## config.mk

```make
export PLATFORM = sky130hd
export DESIGN_NAME = stpp_queue
export DESIGN_NICKNAME = d
export VERILOG_FILES = /design/src/rtl/stpp_pkg.sv /design/src/rtl/stpp_queue.sv
export SDC_FILE = /design/constraint.sdc
export NUM_CORES = 1
export LEC_CHECK = 0
export CORE_MARGIN = 2
export CORE_UTILIZATION = 30
export DETAILED_ROUTE_END_ITERATION = 16
export DONT_BUFFER_PORTS = 1
export GPL_TIMING_DRIVEN = 0
export PLACE_DENSITY = 0.43
export SETUP_SLACK_MARGIN = 0.05
export SLEW_MARGIN = 0
export SYNTH_ARGS = -nofsm -noshare
export SYNTH_HDL_FRONTEND = slang
export SYNTH_SLANG_ARGS = --single-unit
export TNS_END_PERCENT = 20
```

## constraint.sdc

```tcl
create_clock -name clk_i -period 19 [get_ports clk_i]
set_input_delay 2.85 -clock clk_i [delete_from_list [all_inputs] [get_ports clk_i]]
set_output_delay 2.85 -clock clk_i [all_outputs]
set_load 0.02 [all_outputs]
```

## src/rtl/stpp_pkg.sv

```systemverilog
package stpp_pkg;

  localparam int NumSensorsDefault = 16;
  localparam int NumReadings       = 6;
  localparam int RawW              = 32;
  localparam int FracW             = 16;
  localparam int ReadW             = RawW + FracW;
  localparam int CountW            = 32;
  localparam int IdOutW            = 4;
  localparam int ShiftW            = 5;
  localparam int QueueDepth        = 2;

  localparam logic [ShiftW-1:0] ShiftReset = 5'd9;

  // configuration port
  localparam int PaddrW  = 3;
  localparam int RegIdxW = PaddrW - 2;
  localparam int PdataW  = 32;
  localparam logic [RegIdxW-1:0] RegDividerShift = '0;

  // request and result codes
  localparam logic OpByte     = 1'b0;
  localparam logic OpQuery    = 1'b1;
  localparam logic KindRecord = 1'b0;
  localparam logic KindQuery  = 1'b1;

  // characters
  localparam logic [7:0] ChSpace      = 8'h20;
  localparam logic [7:0] ChZero       = 8'h30;
  localparam logic [7:0] ChNine       = 8'h39;
  localparam logic [7:0] ChHexA       = 8'h41;
  localparam logic [7:0] ChHexF       = 8'h46;
  localparam logic [7:0] HexLetterOff = 8'd7;

  // stream packing
  localparam int InTdataW  = 16;
  localparam int OutPackW  = 1 + IdOutW + NumReadings * ReadW + CountW;
  localparam int OutTdataW = ((OutPackW + 7) / 8) * 8;

  typedef struct packed {
    logic                                kind;
    logic                                ok;
    logic                                in_store;
    logic [IdOutW-1:0]                   sensor_id;
    logic [NumReadings-1:0][RawW-1:0]    raw;
    logic [CountW-1:0]                   count;
  } cmd_t;

endpackage

```

## src/rtl/stpp_queue.sv

```systemverilog
module stpp_queue import stpp_pkg::*; (
  input  logic clk_i,
  input  logic rst_ni,
  input  logic push_i,
  input  cmd_t cmd_i,
  output logic full_o,
  input  logic pop_i,
  output logic head_valid_o,
  output cmd_t head_o
);

  localparam int AW   = $clog2(QueueDepth);
  localparam int CntW = AW + 1;

  cmd_t            mem_q [QueueDepth];
  logic [AW-1:0]   wr_ptr_q, rd_ptr_q;
  logic [CntW-1:0] count_q;

  assign full_o       = count_q == CntW'(QueueDepth);
  assign head_valid_o = count_q != '0;
  assign head_o       = mem_q[rd_ptr_q];

  always_ff @(posedge clk_i or negedge rst_ni) begin
    if (!rst_ni) begin
      wr_ptr_q <= '0;
      rd_ptr_q <= '0;
      count_q  <= '0;
    end else begin
      if (push_i) begin
        wr_ptr_q <= wr_ptr_q + AW'(1);
      end
      if (pop_i) begin
        rd_ptr_q <= rd_ptr_q + AW'(1);
      end
      if (push_i && !pop_i) begin
        count_q <= count_q + CntW'(1);
      end else if (pop_i && !push_i) begin
        count_q <= count_q - CntW'(1);
      end
    end
  end

  always_ff @(posedge clk_i) begin
    if (push_i) begin
      mem_q[wr_ptr_q] <= cmd_i;
    end
  end

  a_no_overflow: assert property (@(posedge clk_i) disable iff (!rst_ni)
    push_i |-> !full_o || pop_i)
    else $error("request queue overflow");

  a_no_underflow: assert property (@(posedge clk_i) disable iff (!rst_ni)
    pop_i |-> head_valid_o)
    else $error("request queue underflow");

endmodule

```

* Word-level counts from Yosys, hierarchy flattened
Memory sizes are Yosys's and may differ from the RTL's.
Index checks and enable logic that the tools add are counted.
W data, S select, Z words.
** Storage, ports and cells
- Bits in writable memories :: 462
- Bits of input ports :: 235
- Bits in read-only memories :: 0
- Word-level logic and storage cells :: 19
- Bits in latches :: 0
- Memories :: 1
- Register bits :: 4
** Memory list
- mem_q :: words 2, bits a word 231, read ports 1, clocked after memory_dff 0, wr ports 1, line stpp_queue.sv:15 : cmd_t mem_q [QueueDepth];
** Operators by class
- $mul :: 0
- Bitwise operators :: 0
- Multiplexer cells :: 4
- Reduce and logical (&&, ||, !) cells :: 6
- Divide/modulo/power cells :: 0
- Add/sub/neg operators :: 4
- Eq/ne operators :: 1
- Shift operators :: 0
- Order comparisons :: 0
** Operator list (count)
- $mux W2 :: 2
- $reduce_bool A2 Y1 :: 2
- $add A1 B1 Y1 const B :: 2
- $add A2 B1 Y2 const B :: 1
- $eq A2 B2 Y1 const B :: 1
- $logic_and A1 B1 Y1 :: 2
- $logic_not A1 Y1 :: 2
- $mux W1 :: 2
- $sub A2 B1 Y2 const B :: 1

* Logic depth before layout (Yosys ltp)
- Depth after elaboration :: 4
- Depth in mapped cells :: 5
- Gate-level depth less buffers :: 5

* Worst setup path after synthesis
OpenSTA, ideal clock, no wires.
- Path type :: input to register
- Start point :: input port push_i
- End point :: memory mem_q[0][0] (netlist bit), enable pin
- Data required time :: 18146 ps
- Cell stages on the path :: 1
- Path buffers :: 0
- Data arrival time :: 12798 ps
- Path slack :: 5348 ps
- Setup time :: 854 ps
- Cell sequence :: nor2b_1
** On the way
- Word-level cells in the longest chain between the ends :: 2
** RTL lines
- start, declared :: line stpp_queue.sv:4 : input logic push_i,
- $mux W1 :: line stpp_queue.sv:44 : if (push_i) begin
- $mux W1 (not written as such) :: line stpp_queue.sv:45 : mem_q[wr_ptr_q] <= cmd_i;
- end, declared :: line stpp_queue.sv:15
Every way passes these cells.

==> impl_metrics.csv <==
group,metric,value,unit
outcome,run_status,"completed",
floorplanning,die-area,60630,µm²
clock_tree,htreeDepth,2,
final_layout,mostFrequentLayoutCells,"462 x sky130_fd_sc_hd__edfxtp_1, 180 x sky130_fd_sc_hd__mux2_4, 53 x sky130_fd_sc_hd__clkbuf_16",
flow_run,max_cap_viol_count,0,
grt,globalRouteOverflowTotal,0,
yosys,synth_cells,735,
yosys,ys_types,15,
routing,drt-vias-per-instance,4.351,
routing,drt_first_pass_iters,4,
yosys,number_of_nets_in_the_synthesized_netlist,971,
critical_path,worst_path_dominant_cell_family,"buffers and inverters",
sta,finalWorstPathRequiredPeriod,4726,ps
critical_path,cp_num_buf_inv,3,
yosys,yosys_warning_count,0,
sta,setup_viol_count_final,0,
sta,max_clock_freq,211.6,MHz
placement,gp_weighted_congestion,0.6869,
min_path,hold_path_class,"reg -> reg",
floorplanning,placement_rows,88,
placement,hpwl_detailed,26.23,mm
final_layout,num-nets-final,1036,
routing,detail_route.drc_violations,0,
clock_tree,tritoncts.num_buffers,50,
final_layout,filler_cell_count,5347,
grt,vias_in_the_first_global_route,7386,
sta,rsz0062_at_grt,"false",
clock_tree,worst_skew_pair.late_latency,570,ps
routing,drtIter0Drc,332,
critical_path,cpPeakStageDelay,370,ps
critical_path,critPathMostFrequentCell,"sky130_fd_sc_hd__buf_6",
placement,numPortBuffers,0,
final_layout,final_core_util,35.36,%
critical_path,end_kind,"primary output",
clock_tree,count_of_buffers_added_by_post_cts_timing_repair_for_setup,0,
clock_tree,post_cts_resized,0,
sta,relSlewSlack,63.92,%
clock_tree,numClockSinks,466,
grt,grt_start_max_net_pins,61,
critical_path,worst_path_max_delay_cell,"sky130_fd_sc_hd__mux2_4",
sta,clk_skew,8.859,ps
sta,maxSlewViolCount,0,
yosys,avgSynthCellArea,23.95,µm²
power_and_ir_drop,total_leakage_power,0.007164,µW
power_and_ir_drop,post-layout-total-power,3439,µW
clock_tree,hold_buffers,0,
critical_path,worstPathArrival,1880,ps
sta,final_critical_path_setup_slack,14270,ps
power_and_ir_drop,peakVddDrop,0.0001095,V
final_layout,post_route_cells_drive_above_1_share,40.95,%
placement,dpl_worst_slack,14400,ps
routing,ant_nets,0,
clock_tree,max-clock-path-buffers,3,
yosys,syn-cell-area,17600,µm²
critical_path,setup.worst_path.class,"reg -> out",
floorplanning,die_w,246.2,µm
critical_path,worst_setup_path_start_kind,"flop",
final_layout,diodes,0,
clock_tree,root_buffer,"sky130_fd_sc_hd__clkbuf_16",
sta,post_route_fraction_of_the_period_consumed_by_the_critical_path,24.87,%
floorplanning,floorplan.io_pins,468,
yosys,seq_area_frac_synth,79.37,%
routing,via_count,6983,
final_layout,areaGrowthSynthToFinish,16.11,%
clock_tree,tritoncts_clock_tree,"done",
power_and_ir_drop,pwr_density_cell,168.2,nW/µm²
floorplanning,die_height,246.2,µm
grt,groute.usage.overall,11.95,%
floorplanning,core_box_area,57810,µm²
final_layout,final_common_cell,"sky130_fd_sc_hd__edfxtp_1",
critical_path,worstPathMaxFanout,10,
grt,global_route_wire_length_before_repair,52.03,mm
grt,grt_antenna_before_repair,3,
critical_path,required,16150,ps
routing,detail_route.wl_per_cell,23.36,µm
yosys,ys_ff_latch,466,
sta,worst-slew-pin-transition,540.1,ps
clock_tree,clk_transition_reported_paths,60,ps
critical_path,timing.critical_path.cells,"buf_6 > buf_6 > buf_6 > mux2_4",
routing,finalWirelength,37.50,mm
sta,hold_viol,0,
final_layout,area_used_by_multi_input_combinational_logic,3372,µm²
final_layout,storage_element_area,13970,µm²
floorplanning,initial_core_util,30.45,%
==> synthesized netlist by cell type <==
cell	instances	area share, %
sky130_fd_sc_hd__or2_2	1	0.036
sky130_fd_sc_hd__buf_6	20	1.3
sky130_fd_sc_hd__nor2b_1	2	0.071
sky130_fd_sc_hd__mux2_4	180	15
sky130_fd_sc_hd__dfrtp_1	4	0.57
sky130_fd_sc_hd__inv_1	1	0.021
sky130_fd_sc_hd__xor2_1	4	0.20
sky130_fd_sc_hd__buf_8	1	0.085
sky130_fd_sc_hd__and2_1	1	0.036
sky130_fd_sc_hd__xnor2_1	1	0.050
sky130_fd_sc_hd__buf_2	5	0.14
sky130_fd_sc_hd__edfxtp_1	462	79
sky130_fd_sc_hd__nor2_1	1	0.021
sky130_fd_sc_hd__mux2_2	51	3.3
sky130_fd_sc_hd__ha_1	1	0.071
==> logic make-up after synthesis <==
logic type,count (synthesis),synth area share (%)
XOR/XNOR,5,0.2487
multiplexers,231,18.61
flip-flops,466,79.37
buffers and inverters,27,1.528
adder cells (fa/ha/maj),1,0.07106
AND/OR/NAND/NOR,5,0.1635
==> routing by layer <==
metal	routed length [µm]	global-route usage, %	vias up
met5	25	0	-
met4	933	3.868	4
met3	5756	8.214	70
met2	18870	20.18	307
met1	11910	11.57	3530
li1	-	-	3072
==> path summary, 6_finish.rpt <==
kind,start,end,slack [ps],cells after the start
max,rd_ptr_q,head_o[137],14270,4
max in group asynchronous,rst_ni,rd_ptr_q,16960,0
max reg2reg,wr_ptr_q,mem_q[0][78],16890,5
min,count_q[1],count_q[1],490,1
min in group asynchronous,rst_ni,count_q[0],1980,0
min reg2reg,count_q[1],count_q[1],490,1
==> state kept, by name (all words and copies together) (netlist names) <==
signal    count
count_q       2
wr_ptr_q      1
rd_ptr_q      1
mem_q       462
==> power breakdown <==
part	internal [µW]	leakage (µW)	switching, µW
Sequential	1360	0.00438	39.8
Combinational	425	0.00200	685
Clock	546	0.000776	382
Total	2330	0.00716	1110
==> per-stage QoR <==
| stage | instances | TNS [ps] | area (µm²) | hold slack, ps |
|---|---|---|---|---|
| final | 1605 | 0 | 20440 | 485.7 |
| after global routing | 1605 | 0 | 20440 | 513.1 |
| after CTS | 1605 | 0 | 20440 | 486.0 |
| after detailed placement | 1513 | 0 | 18860 | 470.1 |
| after global placement | 1500 | -491250 | 18560 | 469.3 |
| after floorplan | 735 | 0 | 17600 | 447.4 |
==> cell type report <==
type | count | area share (%)
sequential | 466 | 68.36
multi-input combinational | 242 | 16.50
clock buffer | 62 | 6.654
tap | 765 | 4.683
timing repair buffer | 13 | 1.420
buffer | 26 | 1.298
clock inverter | 30 | 1.071
inverter | 1 | 0.01836
(Power assumes the default switching activity.)
