[src/rtl/stpp_pkg.sv]
package stpp_pkg;

  localparam int NumSensorsDefault = 16;
  localparam int NumReadings       = 6;
  localparam int RawW              = 32;
  localparam int FracW             = 16;
  localparam int ReadW             = RawW + FracW;
  localparam int CountW            = 32;
  localparam int IdOutW            = 4;
  localparam int ShiftW            = 5;
  localparam int QueueDepth        = 2;

  localparam logic [ShiftW-1:0] ShiftReset = 5'd9;

  // configuration port
  localparam int PaddrW  = 3;
  localparam int RegIdxW = PaddrW - 2;
  localparam int PdataW  = 32;
  localparam logic [RegIdxW-1:0] RegDividerShift = '0;

  // request and result codes
  localparam logic OpByte     = 1'b0;
  localparam logic OpQuery    = 1'b1;
  localparam logic KindRecord = 1'b0;
  localparam logic KindQuery  = 1'b1;

  // characters
  localparam logic [7:0] ChSpace      = 8'h20;
  localparam logic [7:0] ChZero       = 8'h30;
  localparam logic [7:0] ChNine       = 8'h39;
  localparam logic [7:0] ChHexA       = 8'h41;
  localparam logic [7:0] ChHexF       = 8'h46;
  localparam logic [7:0] HexLetterOff = 8'd7;

  // stream packing
  localparam int InTdataW  = 16;
  localparam int OutPackW  = 1 + IdOutW + NumReadings * ReadW + CountW;
  localparam int OutTdataW = ((OutPackW + 7) / 8) * 8;

  typedef struct packed {
    logic                                kind;
    logic                                ok;
    logic                                in_store;
    logic [IdOutW-1:0]                   sensor_id;
    logic [NumReadings-1:0][RawW-1:0]    raw;
    logic [CountW-1:0]                   count;
  } cmd_t;

endpackage

[src/rtl/stpp_front.sv]
module stpp_front import stpp_pkg::*; #(
  parameter int NUM_SENSORS = NumSensorsDefault
) (
  input  logic              clk_i,
  input  logic              rst_ni,
  input  logic              in_valid_i,
  output logic              in_ready_o,
  input  logic              op_i,
  input  logic [7:0]        byte_i,
  input  logic              last_i,
  input  logic [IdOutW-1:0] query_id_i,
  input  logic              q_full_i,
  output logic              push_o,
  output cmd_t              cmd_o
);

  localparam int IdW    = $clog2(NUM_SENSORS + 1);
  localparam int IdSpan = 1 << IdOutW;
  localparam int StoreN = (NUM_SENSORS < IdSpan) ? NUM_SENSORS : IdSpan;
  localparam logic [2:0] TokDone = 3'(NumReadings + 1);

  typedef struct packed {
    logic [NumReadings-1:0][RawW-1:0] pend;
    logic [2:0]                       tok;
    logic                             in_tok;
    logic [IdW-1:0]                   id;
    logic [RawW-1:0]                  hex;
    logic                             ferr;
  } parse_t;

  function automatic parse_t take_char(parse_t s, logic [7:0] c);
    parse_t         r;
    logic [IdW+3:0] prod;
    logic [7:0]     off;
    logic [7:0]     let_off;
    logic [3:0]     dig;
    r       = s;
    off     = c - ChZero;
    let_off = c - ChZero - HexLetterOff;
    prod    = '0;
    dig     = '0;
    if (c == ChSpace) begin
      if (s.in_tok) begin
        for (int i = 0; i < NumReadings; i++) begin
          if (s.tok == 3'(i + 1)) begin
            r.pend[i] = s.hex;
          end
        end
        if (s.tok < TokDone) begin
          r.tok = s.tok + 3'd1;
        end
        r.in_tok = 1'b0;
      end
    end else begin
      if (!s.in_tok) begin
        r.in_tok = 1'b1;
        r.hex    = '0;
      end
      if (s.tok == 3'd0) begin
        if (c >= ChZero && c <= ChNine) begin
          // id*10 + digit, saturating at the sensor count
          prod = ({4'b0, s.id} << 3) + ({4'b0, s.id} << 1) + (IdW+4)'(off[3:0]);
          r.id = (prod > (IdW+4)'(NUM_SENSORS)) ? IdW'(NUM_SENSORS) : prod[IdW-1:0];
        end else begin
          r.ferr = 1'b1;
        end
      end else if (s.tok <= 3'(NumReadings)) begin
        if (c >= ChZero && c <= ChNine) begin
          dig = off[3:0];
        end else if (c >= ChHexA && c <= ChHexF) begin
          dig = let_off[3:0];
        end else begin
          r.ferr = 1'b1;
        end
        r.hex = {r.hex[RawW-5:0], dig};
      end
    end
    return r;
  endfunction

  parse_t            parse_q, parse_d;
  parse_t            after_byte, closed;
  logic [CountW-1:0] cnt_q, cnt_d;
  logic              accept;
  logic              rec_ok;
  logic [31:0]       id_ext;

  assign in_ready_o = !q_full_i;
  assign accept     = in_valid_i && in_ready_o;

  always_comb begin
    after_byte = take_char(parse_q, byte_i);
    // the datagram end closes any open token
    closed     = take_char(after_byte, ChSpace);
    id_ext     = 32'(closed.id);
    rec_ok     = !closed.ferr && closed.tok >= TokDone && closed.id < IdW'(NUM_SENSORS);

    parse_d = parse_q;
    cnt_d   = cnt_q;
    if (accept && op_i == OpByte) begin
      if (last_i) begin
        parse_d = '0;
        cnt_d   = cnt_q + 32'd1;
      end else begin
        parse_d = after_byte;
      end
    end

    push_o = accept && (op_i == OpQuery || last_i);

    if (op_i == OpQuery) begin
      cmd_o.kind      = KindQuery;
      cmd_o.in_store  = 32'(query_id_i) < 32'(StoreN);
      cmd_o.ok        = cmd_o.in_store;
      cmd_o.sensor_id = query_id_i;
      cmd_o.raw       = '0;
      cmd_o.count     = cnt_q;
    end else begin
      cmd_o.kind      = KindRecord;
      cmd_o.ok        = rec_ok;
      cmd_o.in_store  = id_ext < 32'(StoreN);
      cmd_o.sensor_id = rec_ok ? id_ext[IdOutW-1:0] : '0;
      cmd_o.raw       = closed.pend;
      cmd_o.count     = cnt_q + 32'd1;
    end
  end

  always_ff @(posedge clk_i or negedge rst_ni) begin
    if (!rst_ni) begin
      parse_q <= '0;
      cnt_q   <= '0;
    end else begin
      parse_q <= parse_d;
      cnt_q   <= cnt_d;
    end
  end

endmodule

[config.mk]
export PLATFORM = sky130hd
export DESIGN_NAME = stpp_front
export DESIGN_NICKNAME = d
export VERILOG_FILES = /design/src/rtl/stpp_pkg.sv /design/src/rtl/stpp_front.sv
export SDC_FILE = /design/constraint.sdc
export NUM_CORES = 1
export LEC_CHECK = 0
export ABC_CLOCK_PERIOD_IN_PS = 5000
export BUFFER_PORTS_ARGS = -buffer_cell sky130_fd_sc_hd__buf_2
export CAP_MARGIN = 20
export CORE_MARGIN = 3
export CORE_UTILIZATION = 40
export DETAILED_ROUTE_END_ITERATION = 8
export MAX_ROUTING_LAYER = met4
export PLACE_DENSITY_LB_ADDON = 0.05
export SYNTH_ARGS = -nofsm -noshare
export SYNTH_HDL_FRONTEND = slang
export SYNTH_SLANG_ARGS = --single-unit
[constraint.sdc]
create_clock -name clk_i -period 5 [get_ports clk_i]
set_input_delay 0.5 -clock clk_i [delete_from_list [all_inputs] [get_ports clk_i]]
set_output_delay 0.5 -clock clk_i [all_outputs]
set_load 0.01 [all_outputs]
# After elaboration in Yosys (flattened, before gate mapping)
# Index checks and enable logic that the tools add are counted.
[totals] mem_count=0 rom_bits=0 out_inout_bits=233 mem_bits_rw=0 latchBits=0 regBits=266
[classes] div_mod_pow=0 reduce_logical=12 n_mul=0 eq_ne=13 muxes=34 shift=0 bitwise=1 magnitude_cmp=11 n_addsub=7
[op_table] operator="$mux 32" count=14
[op_table] operator="$mux 196" count=2
[op_table] operator="$mux 234" count=1
[op_table] operator="$mux 231" count=1
[op_table] operator="$mux 195" count=1
[op_table] operator="$mux 38" count=1
[op_table] operator="$mux 33" count=1
[op_table] operator="$add 32x1->32 const B" count=1
[op_table] operator="$eq 3x3->1 const B" count=6
[op_table] operator="$mux 5" count=3
[op_table] operator="$eq 3x2->1 const B" count=4
[op_table] operator="$mux 4" count=3
[op_table] operator="$lt 5x5->1 const B" count=2
[op_table] operator="$add 8x6->9" count=1
[op_table] operator="$add 9x4->9" count=1
[op_table] operator="$gt 9x5->1 const B" count=1
[op_table] operator="$eq 8x6->1 const B" count=1
[op_table] operator="$ge 8x6->1 const B" count=1
[op_table] operator="$ge 8x7->1 const B" count=1
[op_table] operator="$le 8x6->1 const B" count=1
[op_table] operator="$le 8x7->1 const B" count=1
[op_table] operator="$logic_and 1x1->1" count=7
[op_table] operator="$add 3x1->3 const B" count=2
[op_table] operator="$eq 3x1->1 const B" count=2
[op_table] operator="other kinds (12)" count=19

# Depth between registers and ports, before layout
[depth] depth_word=14 ltp_mapped=15 mapped_depth_nobuf=14

# Least setup slack after synthesis
# OpenSTA, ideal clock, no wires.
[synth_timing] path_kind="in2out" from="input byte_i[0]" to="output cmd_o[224] (netlist bit)" n_path_buf=1 stages=15 arrival_ns=3.495 path_slack_ns=1.005 cell_sequence="inv_1 > ha_1 > or4b_1 > buf_2 > nor3_4 > o21ai_0 > a22oi_1 > inv_1 > ha_1 > ha_1 > nor3_1 > o21ai_0 > a31oi_1 > o211ai_1 > o31ai_1"
[synth_rtl] element="start, declared" line_no="stpp_front.sv:9" text="input logic [7:0] byte_i,"
[synth_rtl] element="end, declared" line_no="stpp_front.sv:14" text="output cmd_t cmd_o"

==> impl_metrics.tcl <==
set metrics [dict create \
    power.total_mw 5.71 \
    max_cap_violations 0 \
    cts_tree "yes" \
    synth-edff-count 0 \
    crit_required_ns 4.50 \
    htreeDepth 2 \
    power.clock.fraction_pct 45.3 \
    nNetsFinal 2095 \
    finClkSkew_ns 0.0175 \
    drive_above_1_share_pct 21.1 \
    max_freq_mhz 215 \
    num_rows 76 \
    synth_top_area_cell "dfrtp_1" \
    vias 16300 \
    p_per_area_nw_per_um2 281 \
    maxSlewViolCount 0 \
    firstDrtPassIters 5 \
    end_kind "output port" \
    fin_tns_setup_ns 0 \
    ys.flop_type "dfrtp_1" \
    critPathMaxFanout 7 \
    die_area_um2 46300 \
    via_per_inst 6.12 \
    grt_max_degree 106 \
    hold_violations 0 \
    period_minus_slack_ns 4.66 \
    core_area_um2 43200 \
    grt_pass1_wl_um 100000 \
    start_util_pct 40.6 \
    syn_area_per_cell_um2 9.00 \
    final_area_um2 20300 \
    rsz0062_at_grt "false" \
    synth.area.top_cells "dfrtp_1 (38%), a22o_1 (9.2%), mux2i_1 (7.7%), a211oi_1 (6.3%), nor2_1 (4.9%)" \
    comb_power_share_pct 14.0 \
    critPathArrivalTime_ns 4.16 \
    reg2regPathDepth 7 \
    placed_cell_area_um2 19100 \
    max_slew_margin_pct 25.8 \
    r2r_setup_slack_ns 1.88 \
    worstReg2RegEnd "parse_q[89]$_DFFE_PN0P_" \
    hpwlAfterDp_um 43400 \
    cts.reportedPaths.clkPinSlew_ns 0.05 \
    ys_seq_area_share_pct 38.0 \
    netlist_area_um2 17500 \
    cts_resized 0 \
    root_buffer "clkbuf_16" \
    pin_count 251 \
    utilization_pct 47.0 \
    r2r_start "parse_q[39]$_DFFE_PN0P_" \
    start_kind "input pin" \
    synth-seq-cells 266 \
    hold_buffers 0 \
    hold_path_class "in2async" \
    worst_pin_slew_ns 1.11 \
    cts_buffers 35 \
    antenna_found_initial 0 \
    setup_violations 0 \
    drc_errors 0 \
    postCtsSetupRepairBufs 0 \
    drtIter0Drc 1567 \
    port_buffers 250 \
    status "finished clean" \
    dieHeight_um 215 \
    synth_cells 1945 \
    p_sw_share_pct 29.0 \
    power.internal_mw 4.05 \
    synth_fp_nets 1988 \
    crit_type "in2out" \
    finalCritPeriodShare_pct 93.1 \
    setup_ws_ns 0.344 \
    routed_wl_um 67500 \
    overflow 0 \
    yosysTopAreaCellShare_pct 38.0 \
    grt_usage_pct 28.9 \
    grt_pass1_vias 15200 \
    vdd_drop_max_uv 236 \
    n_antenna_cell 0 \
    ys_types 63 \
    clkLatencyLatePin_ns 0.56 \
    cts.sinks 266 \
    ys_warn_count 0 \
    antenna_left 0 \
    die_x_um 215 \
    power.switching_mw 1.66 \
    clk_path_buf_depth 3 \
    p_seq_share_pct 40.7 \
    wire_per_inst_um 25.3 \
    gp_congestion 0.884 \
    area_delta_synth_final_pct 15.9 \
    async_flop_share_pct 100 \
    leakagePower_nw 10.4 \
    dp_slack_ns 0.287 \
]
==> metal layers <==
metal | vias up | track usage [%] | share of wire, %
met2 | 673 | 43.7 | 46
met1 | 8122 | 40.4 | 45
met3 | 115 | 3.69 | 6.4
met5 | - | - | 0
li1 | 7390 | - | -
met4 | 0 | 9.50 | 3.2
==> layout make-up <==
cell class / instances / area (µm²)
Clock buffer: 55 / 1100
Clock inverter: 7 / 66.3
Fill cell: 4238 / 22900
Inverter: 21 / 78.8
Multi-Input combinational cell: 1413 / 9830
Sequential cell: 266 / 6660
Tap cell: 585 / 732
Timing Repair Buffer: 315 / 1830
==> cell usage after synthesis (3+ instances only) <==
| cell | count |
|---|---|
| dfrtp_1 | 266 |
| nor3_1 | 11 |
| nand4_1 | 23 |
| and2_1 | 11 |
| nand2b_1 | 6 |
| buf_6 | 3 |
| nor2_1 | 227 |
| nor3b_1 | 3 |
| buf_1 | 13 |
| a21boi_0 | 19 |
| a31oi_1 | 3 |
| clkbuf_1 | 163 |
| ha_1 | 23 |
| nand3_1 | 37 |
| a21o_1 | 12 |
| a221oi_1 | 9 |
| o21ai_0 | 72 |
| a211oi_1 | 147 |
| nor4_1 | 3 |
| nor2b_1 | 4 |
| nand4_4 | 3 |
| nand2_1 | 149 |
| mux2i_1 | 135 |
| xor2_1 | 30 |
| a32oi_1 | 5 |
| a22o_1 | 183 |
| buf_2 | 64 |
| a311oi_1 | 33 |
| o211ai_1 | 3 |
| o22ai_1 | 5 |
| a21oi_1 | 80 |
| a311o_1 | 27 |
| o31ai_1 | 5 |
| mux2_2 | 35 |
| inv_1 | 21 |
| a22oi_1 | 22 |
| xnor2_1 | 32 |
| and3_1 | 29 |
==> worst max-delay path: stages <==
cell	delay [ns]
buf_2	0.14
inv_1	0.08
ha_1	0.26
or4b_4	0.56
nor3_4	0.28
o21ai_0	0.13
a22oi_1	0.35
inv_1	0.12
ha_1	0.22
ha_1	0.26
nor3_1	0.22
o21ai_0	0.13
a31oi_1	0.19
o211ai_1	0.24
o31ai_1	0.29
buf_2	0.17
==> through the flow <==
step           hold slack, ns  std cells
6_report               0.0298       2662
5_1_grt                 0.105       2662
3_5_place_dp            0.464       2600
4_1_cts                0.0737       2662
3_3_place_gp            0.456       2600
2_1_floorplan           0.204       1945
==> power groups by stage <==
stage	logic, mW	registers, mW	clock network (mW)
detailed placement	0.795	2.36	0
CTS	0.798	2.32	2.63
global placement	0.789	2.35	0
finish	0.802	2.32	2.59
floorplan	0.508	2.31	0
global route	0.872	2.33	2.71
==> worst max path at each step <==
stage | from | endpoint
floorplan | byte_i[0] | cmd_o[224]
global placement | byte_i[0] | cmd_o[225]
detailed placement | byte_i[0] | cmd_o[225]
CTS | byte_i[0] | cmd_o[225]
global route | byte_i[0] | cmd_o[226]
finish | byte_i[0] | cmd_o[227]
==> sequential cells by signal, summed over array words and instances, names as in the netlist <==
| name | count |
|---|---|
| parse_q | 234 |
| cnt_q | 32 |
==> cells in the final DEF, fill, tap and decap left out, drive strengths merged, types with 12 or more instances in the layout <==
cell type	netlist	routed
nor2	227	227
o21ai	72	72
xnor2	32	32
mux2i	135	135
dfrtp	266	266
mux2	35	35
a21o	12	12
and3	29	29
a21boi	19	19
a21oi	80	80
nand4	26	26
nand3	37	37
a22oi	22	22
a311oi	33	33
inv	21	22
a311o	27	27
ha	23	23
buf	82	315
clkbuf	163	55
nand2	149	149
nor3	12	12
xor2	30	30
a22o	183	183
a211oi	147	147
==> kinds of logic after synthesis <==
family	after synthesis	synth area share (%)
fa+ha+maj	25	1.87
compound gates	634	27.1
xor+xnor	62	3.10
simple gates	522	13.6
flops	266	38.0
mux	170	9.97
buf+inv	266	6.33
Note: power is estimated with default switching activity, not from simulation.
